**config.mk**
```make
export PLATFORM = sky130hd
export DESIGN_NAME = strict_utf8_string_validator_flat
export DESIGN_NICKNAME = d
export VERILOG_FILES = /design/src/rtl/suv_pkg.sv /design/src/rtl/suv_if.sv /design/src/rtl/suv_byte_check.sv /design/src/rtl/suv_scan.sv /design/src/rtl/strict_utf8_string_validator.sv /design/src/flat_wrapper.sv
export SDC_FILE = /design/constraint.sdc
export NUM_CORES = 1
export LEC_CHECK = 0
export BUFFER_PORTS_ARGS = -buffer_cell sky130_fd_sc_hd__buf_4
export CAP_MARGIN = 20
export CORE_MARGIN = 2
export CORE_UTILIZATION = 40
export DETAILED_ROUTE_END_ITERATION = 6
export PLACE_DENSITY = 0.59
export RECOVER_POWER = 50
export REMOVE_ABC_BUFFERS = 1
export SLEW_MARGIN = 10
export SYNTH_ARGS = -nofsm -noshare
export SYNTH_HDL_FRONTEND = slang
export SYNTH_SLANG_ARGS = --single-unit
```
**constraint.sdc**
```tcl
create_clock -name clock -period 9.29 [get_ports clock]
set_input_delay 1.858 -clock clock [delete_from_list [all_inputs] [get_ports clock]]
set_output_delay 1.858 -clock clock [all_outputs]
set_load 0.03 [all_outputs]
```
**src/rtl/suv_pkg.sv**
```systemverilog
// Shared types and constants for the strict UTF-8 string validator.
package suv_pkg;

   localparam int unsigned LEN_W = 16;

   typedef logic [7:0]       data_type;
   typedef logic [LEN_W-1:0] len_type;
   typedef logic [1:0]       pend_type;
   typedef logic [2:0]       bound_type;

   // Allowed range of the next continuation byte; unused codes act as any
   localparam bound_type BOUND_ANY = 3'd0;  // 80..BF
   localparam bound_type BOUND_E0  = 3'd1;  // A0..BF
   localparam bound_type BOUND_ED  = 3'd2;  // 80..9F
   localparam bound_type BOUND_F0  = 3'd3;  // 90..BF
   localparam bound_type BOUND_F4  = 3'd4;  // 80..8F

   localparam pend_type PEND_NONE  = 2'd0;
   localparam pend_type PEND_ONE   = 2'd1;
   localparam pend_type PEND_TWO   = 2'd2;
   localparam pend_type PEND_THREE = 2'd3;

   localparam len_type MAX_LENGTH_RESET = 16'd4096;

   localparam data_type BYTE_NUL      = 8'h00;
   localparam data_type BYTE_TAB      = 8'h09;
   localparam data_type BYTE_LF       = 8'h0A;
   localparam data_type BYTE_CR       = 8'h0D;
   localparam data_type BYTE_SPACE    = 8'h20;
   localparam data_type BYTE_ASCII_HI = 8'h7F;
   localparam data_type BYTE_CONT_LO  = 8'h80;
   localparam data_type BYTE_8F       = 8'h8F;
   localparam data_type BYTE_90       = 8'h90;
   localparam data_type BYTE_9F       = 8'h9F;
   localparam data_type BYTE_A0       = 8'hA0;
   localparam data_type BYTE_CONT_HI  = 8'hBF;
   localparam data_type BYTE_LEAD2_LO = 8'hC2;
   localparam data_type BYTE_LEAD2_HI = 8'hDF;
   localparam data_type BYTE_E0       = 8'hE0;
   localparam data_type BYTE_ED       = 8'hED;
   localparam data_type BYTE_LEAD3_HI = 8'hEF;
   localparam data_type BYTE_F0       = 8'hF0;
   localparam data_type BYTE_F4       = 8'hF4;

   // Result of checking one non-NUL byte against the running decode state
   typedef struct packed {
      logic      ok;
      pend_type  pending;
      bound_type bound;
   } decode_type;

   // Verdict produced by the scan stage for one byte
   typedef struct packed {
      logic    emit;
      logic    valid_res;
      len_type text_length;
   } verdict_type;

   // Running scan state seen by the top level
   typedef struct packed {
      logic     decided;
      pend_type pending;
   } scan_status_type;

endpackage

```
**src/rtl/suv_if.sv**
```systemverilog
// Channel interfaces for byte requests and verdict responses.
interface suv_req_if import suv_pkg::*; ();
   logic     valid;
   logic     ready;
   data_type data_byte;
   logic     start_req;

   modport source (output valid, output data_byte, output start_req, input ready);
   modport sink (input valid, input data_byte, input start_req, output ready);
endinterface

interface suv_rsp_if import suv_pkg::*; ();
   logic    valid;
   logic    ready;
   logic    valid_res;
   len_type text_length;

   modport source (output valid, output valid_res, output text_length, input ready);
   modport sink (input valid, input valid_res, input text_length, output ready);
endinterface

```
**src/rtl/suv_byte_check.sv**
```systemverilog
// UTF-8 byte classifier: checks one non-NUL byte and gives the next decode state.
module suv_byte_check import suv_pkg::*; (
   input  data_type   data_byte,
   input  pend_type   pending,
   input  bound_type  bound,
   output decode_type decode
);

   logic cont_ok;

   // Range check for a continuation byte under the current bound
   always_comb begin
      case (bound)
         BOUND_E0: cont_ok = (data_byte >= BYTE_A0) && (data_byte <= BYTE_CONT_HI);
         BOUND_ED: cont_ok = (data_byte >= BYTE_CONT_LO) && (data_byte <= BYTE_9F);
         BOUND_F0: cont_ok = (data_byte >= BYTE_90) && (data_byte <= BYTE_CONT_HI);
         BOUND_F4: cont_ok = (data_byte >= BYTE_CONT_LO) && (data_byte <= BYTE_8F);
         default:  cont_ok = (data_byte >= BYTE_CONT_LO) && (data_byte <= BYTE_CONT_HI);
      endcase
   end

   // Classify the byte as continuation, control, ASCII or lead byte
   always_comb begin
      decode.ok      = 1'b0;
      decode.pending = pending;
      decode.bound   = bound;
      if (pending != PEND_NONE) begin
         decode.ok      = cont_ok;
         decode.pending = pending - PEND_ONE;
         decode.bound   = BOUND_ANY;
      end else if (data_byte < BYTE_SPACE) begin
         decode.ok = (data_byte == BYTE_TAB) || (data_byte == BYTE_LF) ||
                     (data_byte == BYTE_CR);
      end else if (data_byte <= BYTE_ASCII_HI) begin
         decode.ok = 1'b1;
      end else if ((data_byte >= BYTE_LEAD2_LO) && (data_byte <= BYTE_LEAD2_HI)) begin
         decode.ok      = 1'b1;
         decode.pending = PEND_ONE;
         decode.bound   = BOUND_ANY;
      end else if ((data_byte >= BYTE_E0) && (data_byte <= BYTE_LEAD3_HI)) begin
         decode.ok      = 1'b1;
         decode.pending = PEND_TWO;
         decode.bound   = (data_byte == BYTE_E0) ? BOUND_E0 :
                          (data_byte == BYTE_ED) ? BOUND_ED : BOUND_ANY;
      end else if ((data_byte >= BYTE_F0) && (data_byte <= BYTE_F4)) begin
         decode.ok      = 1'b1;
         decode.pending = PEND_THREE;
         decode.bound   = (data_byte == BYTE_F0) ? BOUND_F0 :
                          (data_byte == BYTE_F4) ? BOUND_F4 : BOUND_ANY;
      end
   end

endmodule

```
**src/rtl/suv_scan.sv**
```systemverilog
// Scan stage: running string state and the per-byte verdict decision.
module suv_scan import suv_pkg::*; (
   input  logic            clock,
   input  logic            reset,
   input  logic            fire,
   input  data_type        data_byte,
   input  logic            start_req,
   input  len_type         max_length,
   output verdict_type     verdict,
   output scan_status_type status
);

   pend_type   pending_ff, pending_in, pending_cur;
   bound_type  bound_ff, bound_in, bound_cur;
   len_type    count_ff, count_in, count_cur, count_inc;
   logic       decided_ff, decided_in, decided_cur;
   decode_type decode;

   // Start clears the running state before the byte is checked
   always_comb begin
      pending_cur = start_req ? PEND_NONE : pending_ff;
      bound_cur   = start_req ? BOUND_ANY : bound_ff;
      count_cur   = start_req ? '0 : count_ff;
      decided_cur = start_req ? 1'b0 : decided_ff;
      count_inc   = count_cur + len_type'(1);
   end

   suv_byte_check u_byte_check (
      .data_byte (data_byte),
      .pending   (pending_cur),
      .bound     (bound_cur),
      .decode    (decode)
   );

   // Decide the verdict and the next state
   always_comb begin
      verdict     = '0;
      pending_in  = pending_cur;
      bound_in    = bound_cur;
      count_in    = count_cur;
      decided_in  = decided_cur;
      if (!decided_cur) begin
         if (count_cur >= max_length) begin
            verdict.emit = 1'b1;
            decided_in   = 1'b1;
         end else if (data_byte == BYTE_NUL) begin
            verdict.emit        = 1'b1;
            verdict.valid_res   = (pending_cur == PEND_NONE);
            verdict.text_length = (pending_cur == PEND_NONE) ? count_cur : '0;
            decided_in          = 1'b1;
         end else if (!decode.ok) begin
            verdict.emit = 1'b1;
            decided_in   = 1'b1;
         end else begin
            pending_in = decode.pending;
            bound_in   = decode.bound;
            count_in   = count_inc;
            if (count_inc >= max_length) begin
               verdict.emit = 1'b1;
               decided_in   = 1'b1;
            end
         end
      end
   end

   // Advance the state on each transfer out of the input register
   always_ff @(posedge clock) begin
      if (reset) begin
         pending_ff <= PEND_NONE;
         bound_ff   <= BOUND_ANY;
         count_ff   <= '0;
         decided_ff <= 1'b1;
      end else if (fire) begin
         pending_ff <= pending_in;
         bound_ff   <= bound_in;
         count_ff   <= count_in;
         decided_ff <= decided_in;
      end
   end

   assign status.decided = decided_ff;
   assign status.pending = pending_ff;

endmodule

```
**src/rtl/strict_utf8_string_validator.sv**
```systemverilog
// Top level of the strict UTF-8 string validator.
//
// Bytes of a NUL-terminated string arrive one per transfer on the req_chan
// channel; start_req marks the first byte of a new string and clears the
// running state. One verdict (valid_res, text_length) leaves on the rsp_chan
// channel at the byte that decides it; further bytes give nothing until the
// next start. text_length is the byte count before the NUL when valid, else 0.
// csr_write_enable / csr_write_data load max_length (reset 4096); write it
// only while no string is in flight.
// Throughput: one byte per cycle while the receiver takes results, set by the
// scan stage between the input register and the result register.
// A verdict passes the input register and then the result register before it is offered.
// When the receiver stalls, the result register holds; the input register
// still takes one more byte, then req_chan.ready drops until the result goes.
// Reset (synchronous, active high) empties both registers, sets max_length
// to 4096 and leaves the block waiting for a start byte.
module strict_utf8_string_validator import suv_pkg::*; (
   input  logic             clock,
   input  logic             reset,
   suv_req_if.sink          req_chan,
   suv_rsp_if.source        rsp_chan,
   input  logic             csr_write_enable,
   input  len_type          csr_write_data
);

   logic            s1_valid_ff, s1_valid_in;
   data_type        s1_data_ff;
   logic            s1_start_ff;
   logic            s1_fire;
   logic            req_take;
   logic            rsp_valid_ff, rsp_valid_in;
   logic            rsp_ok_ff;
   len_type         rsp_length_ff;
   len_type         max_length_ff;
   verdict_type     verdict;
   scan_status_type status;

   // Scan a byte when the result register is free or being emptied
   assign s1_fire  = s1_valid_ff && (!rsp_valid_ff || rsp_chan.ready);
   assign req_chan.ready = !s1_valid_ff || s1_fire;
   assign req_take = req_chan.valid && req_chan.ready;

   // Hold max_length
   always_ff @(posedge clock) begin
      if (reset) begin
         max_length_ff <= MAX_LENGTH_RESET;
      end else if (csr_write_enable) begin
         max_length_ff <= csr_write_data;
      end
   end

   // Input register
   always_comb begin
      s1_valid_in = s1_valid_ff;
      if (req_take) begin
         s1_valid_in = 1'b1;
      end else if (s1_fire) begin
         s1_valid_in = 1'b0;
      end
   end

   always_ff @(posedge clock) begin
      if (reset) begin
         s1_valid_ff <= 1'b0;
      end else begin
         s1_valid_ff <= s1_valid_in;
      end
   end

   always_ff @(posedge clock) begin
      if (req_take) begin
         s1_data_ff  <= req_chan.data_byte;
         s1_start_ff <= req_chan.start_req;
      end
   end

   suv_scan u_scan (
      .clock      (clock),
      .reset      (reset),
      .fire       (s1_fire),
      .data_byte  (s1_data_ff),
      .start_req  (s1_start_ff),
      .max_length (max_length_ff),
      .verdict    (verdict),
      .status     (status)
   );

   // Result register: load on scan, drop on transfer
   always_comb begin
      rsp_valid_in = rsp_valid_ff;
      if (s1_fire) begin
         rsp_valid_in = verdict.emit;
      end else if (rsp_chan.ready) begin
         rsp_valid_in = 1'b0;
      end
   end

   always_ff @(posedge clock) begin
      if (reset) begin
         rsp_valid_ff <= 1'b0;
      end else begin
         rsp_valid_ff <= rsp_valid_in;
      end
   end

   always_ff @(posedge clock) begin
      if (s1_fire && verdict.emit) begin
         rsp_ok_ff     <= verdict.valid_res;
         rsp_length_ff <= verdict.text_length;
      end
   end

   assign rsp_chan.valid       = rsp_valid_ff;
   assign rsp_chan.valid_res   = rsp_ok_ff;
   assign rsp_chan.text_length = rsp_length_ff;

   // A rejected string reports zero length
   a_reject_zero_length: assert property (@(posedge clock) disable iff (reset)
      (rsp_valid_ff && !rsp_ok_ff) |-> (rsp_length_ff == '0))
      else $error("rejected verdict carries nonzero length");

   // A verdict closes the string
   a_verdict_closes: assert property (@(posedge clock) disable iff (reset)
      (s1_fire && verdict.emit) |=> status.decided)
      else $error("string still open after verdict");

   // An empty result register never blocks the input side
   a_ready_when_empty: assert property (@(posedge clock) disable iff (reset)
      !rsp_valid_ff |-> req_chan.ready)
      else $error("input stalled with empty result register");

   // A closed string keeps no pending continuations after a valid verdict
   a_valid_no_pending: assert property (@(posedge clock) disable iff (reset)
      (s1_fire && verdict.emit && verdict.valid_res) |-> (status.pending == PEND_NONE
         || s1_start_ff))
      else $error("valid verdict with continuations pending");

endmodule
```
**src/flat_wrapper.sv**
```systemverilog
// flat-port wrapper written by rule: the top's interface ports become plain ports
module strict_utf8_string_validator_flat import suv_pkg::*;
  (clock, reset, csr_write_enable, csr_write_data, req_chan_valid, req_chan_data_byte, req_chan_start_req, req_chan_ready, rsp_chan_valid, rsp_chan_valid_res, rsp_chan_text_length, rsp_chan_ready);
  suv_req_if req_chan_i ();
  suv_rsp_if rsp_chan_i ();
  input  logic clock;
  input  logic reset;
  input  logic csr_write_enable;
  input  len_type csr_write_data;
  input wire logic [$bits(req_chan_i.valid)-1:0] req_chan_valid;
  input wire logic [$bits(req_chan_i.data_byte)-1:0] req_chan_data_byte;
  input wire logic [$bits(req_chan_i.start_req)-1:0] req_chan_start_req;
  output wire logic [$bits(req_chan_i.ready)-1:0] req_chan_ready;
  output wire logic [$bits(rsp_chan_i.valid)-1:0] rsp_chan_valid;
  output wire logic [$bits(rsp_chan_i.valid_res)-1:0] rsp_chan_valid_res;
  output wire logic [$bits(rsp_chan_i.text_length)-1:0] rsp_chan_text_length;
  input wire logic [$bits(rsp_chan_i.ready)-1:0] rsp_chan_ready;
  assign req_chan_i.valid = req_chan_valid;
  assign req_chan_i.data_byte = req_chan_data_byte;
  assign req_chan_i.start_req = req_chan_start_req;
  assign req_chan_ready = req_chan_i.ready;
  assign rsp_chan_valid = rsp_chan_i.valid;
  assign rsp_chan_valid_res = rsp_chan_i.valid_res;
  assign rsp_chan_text_length = rsp_chan_i.text_length;
  assign rsp_chan_i.ready = rsp_chan_ready;
  strict_utf8_string_validator u_core (.clock(clock), .reset(reset), .req_chan(req_chan_i), .rsp_chan(rsp_chan_i), .csr_write_enable(csr_write_enable), .csr_write_data(csr_write_data));
endmodule
```
==> impl_metrics.json <==
{
  "path_class": "reg -> reg",
  "syn_to_final_growth_pct": 15.2,
  "ys_async_sr_fraction_pct": 0,
  "final_area_um2": 4720,
  "fill_cells": 961,
  "vias_per_cell": 5.50,
  "slew-limit-headroom_pct": -37.3,
  "via_count": 3522,
  "power.density_nw_per_um2": 142,
  "cap_violations": 2,
  "required_ns": 9.37,
  "clkTransAtPathRegs_ns": 0.08,
  "whs_ns": 0.499,
  "drc": 0,
  "wirelength_um": 10200,
  "ys.flop_type": "dfxtp_1",
  "fin_skew_ns": 0.0128,
  "dp_worst_setup_slack_ns": 5.01,
  "die_h_um": 105,
  "wl_per_cell_um": 15.9,
  "ant_nets": 0,
  "numCtsBuffers": 9,
  "post_cts_buffers": 0,
  "synth_edf_count": 26,
  "leakagePower_nw": 1.86,
  "antenna_cells": 0,
  "cp_max_fo": 36,
  "grt_max_degree": 43,
  "syn_area_per_cell_um2": 8.91,
  "place.port_buffers": 48,
  "gp_congestion": 0.852,
  "synth_top_cell_area_share_pct": 19.5,
  "drtIter0Drc": 159,
  "final_max_slew_viol_count": 80,
  "cts-htree-levels": 3,
  "grtUsageTotal_pct": 19.4,
  "firstDrtPassIters": 5,
  "multiInputGateArea_um2": 2310,
  "post-route-period-util_pct": 63.4,
  "num_rows": 36,
  "yosysUniqueCellTypes": 65,
  "ff_latch_area_um2": 1580,
  "nets": 564,
  "die_area_um2": 11100,
  "hold_viol_final": 0,
  "dpl_cell_area_um2": 4580,
  "ys_warn_count": 0,
  "worstReg2RegStart": "u_core.s1_start_ff",
  "start_kind": "flip-flop",
  "status": "finished, violations left",
  "fin_crit_ns": 5.89,
  "hold_buffers": 0,
  "grt_pass1_wl_um": 17200,
  "tns_ns": 0,
  "rsz0062_at_grt": "false",
  "root_buffer": "clkbuf_8",
  "hold_path_class": "reg -> reg",
  "maxUsedRoutingLayer": "met4",
  "coreArea_um2": 9860,
  "arrival_ns": 5.98,
  "cts_resized": 0,
  "synthTopCellsByCount": "47 x nor2_1, 40 x dfxtp_1, 36 x nand2_1",
  "worst_pin_slew_ns": 2.06,
  "cts_tree": "yes",
  "hold_path_startpoint": "u_core.max_length_ff[5]",
  "wl_met2_um": 4730,
  "ys_ff_latch": 66,
  "syn_inst": 460,
  "worst_slack_ns": 3.40,
  "yosysTopAreaCell": "dfxtp_1",
  "netlist_area_um2": 4100,
  "drive_gt1_share_pct": 11.0,
  "die_w_um": 105,
  "crit_start": "u_core.s1_start_ff",
  "initial_utilization_pct": 41.5,
  "setup_violations": 0,
  "grt_overflow_total": 0,
  "yosysMostFrequentCell": "nor2_1",
  "violations": "max-capacitance violations, max-slew violations",
  "max_freq_ghz": 0.170,
  "yosysSeqAreaShare_pct": 38.6,
  "vdd_drop_max_uv": 67.0,
  "io_pins": 49,
  "synth.area.top_cells": "dfxtp_1 20%, edfxtp_1 19%, ha_1 9.8%",
  "grt_antenna_before_repair": 0,
  "clock-sinks": 66,
  "first_global_vias": 3559,
  "clockBufferDepth": 2,
  "met1_length_um": 4780,
  "hpwl_um": 7170,
  "insertion_delay_ns": 0.35,
  "wl_met3_um": 433,
  "fin_util_pct": 47.8,
  "critPathCaptureType": "flip-flop"
}
==> area by class of cell <==
type / count / area share (%)
clock buffers: 9 / 2.62
clock inverters: 7 / 1.99
inverters: 34 / 2.70
repair buffers: 53 / 6.76
multi-input cells: 338 / 48.9
flip-flops and latches: 66 / 33.5
well taps: 133 / 3.53
==> path summary, 6_finish.rpt <==
kind / endpoint / slack, ns / cells past startpoint
worst max-delay path: u_core.rsp_chan.text_length[14] / 3.40 / 13
worst min-delay path: u_core.max_length_ff[5] / 0.50 / 2
worst max register to register: u_core.rsp_chan.text_length[14] / 3.40 / 13
worst min register to register: u_core.max_length_ff[5] / 0.50 / 2
==> cell usage in the layout (no fill, tap or decap), drive strengths merged, types with 7 or more instances in the layout <==
cell type and instances:
nor2 47, dfxtp 40, clkbuf 40, nand2 36, inv 34, ha 32, edfxtp 26, a21oi 24
buf 22, o21ai 19, mux2i 18, nand3 14, a21o 13, nand2b 11, xnor2 10, nand4 9
nor3 9, nor4 8, nor2b 7
==> worst max-delay path, cell delays in order (launching register included) <==
cell	delay [ns]
edfxtp_1	0.32
clkbuf_1	1.01
inv_1	0.61
nand2_1	0.31
inv_1	0.06
ha_1	0.28
a22o_1	0.21
nor4_1	0.29
o21ai_0	0.27
a222oi_1	0.32
clkbuf_1	1.20
o311a_1	0.43
nor3_2	0.05
buf_4	0.24
==> layer usage <==
layer  up-vias  GRT usage (%)
met5         -              0
met2       105           32.2
met1      1637           24.8
met3        16           3.83
li1       1764              -
met4         0           7.33
==> sequential cells by signal (all words and copies together), names as in the netlist <==
signal	cells
u_core.max_length_ff	16
u_core.rsp_chan.text_length	16
u_core.u_scan.count_ff	16
u_core.s1_data_ff	8
u_core.u_scan.bound_ff	3
u_core.u_scan.pending_ff	2
u_core.rsp_chan.valid	1
u_core.rsp_chan.valid_res	1
u_core.s1_start_ff	1
u_core.s1_valid_ff	1
u_core.u_scan.decided_ff	1
==> power breakdown <==
part / total (W) / switching, W / internal, W / leakage [nW]
registers: 0.000318 / 0.00000758 / 0.000311 / 0.561
clock network: 0.000270 / 0.000119 / 0.000151 / 0.105
logic: 0.0000824 / 0.0000523 / 0.0000301 / 1.19
==> kinds of logic after synthesis <==
family	share of synthesized area [%]
AO/OA/AOI/OAI	16.6
XOR/XNOR	2.35
adder cells (fa/ha/maj)	9.77
buffers and inverters	5.22
flip-flops	38.6
multiplexers	5.22
AND/OR/NAND/NOR	22.2
==> metrics by stage <==
stage | instances | power (W)
2_1_floorplan | 438 | 0.000372
5_1_grt | 640 | 0.000701
3_5_place_dp | 624 | 0.000410
3_3_place_gp | 624 | 0.000409
4_1_cts | 640 | 0.000680
6_report | 640 | 0.000671
(Power assumes the default switching activity.)
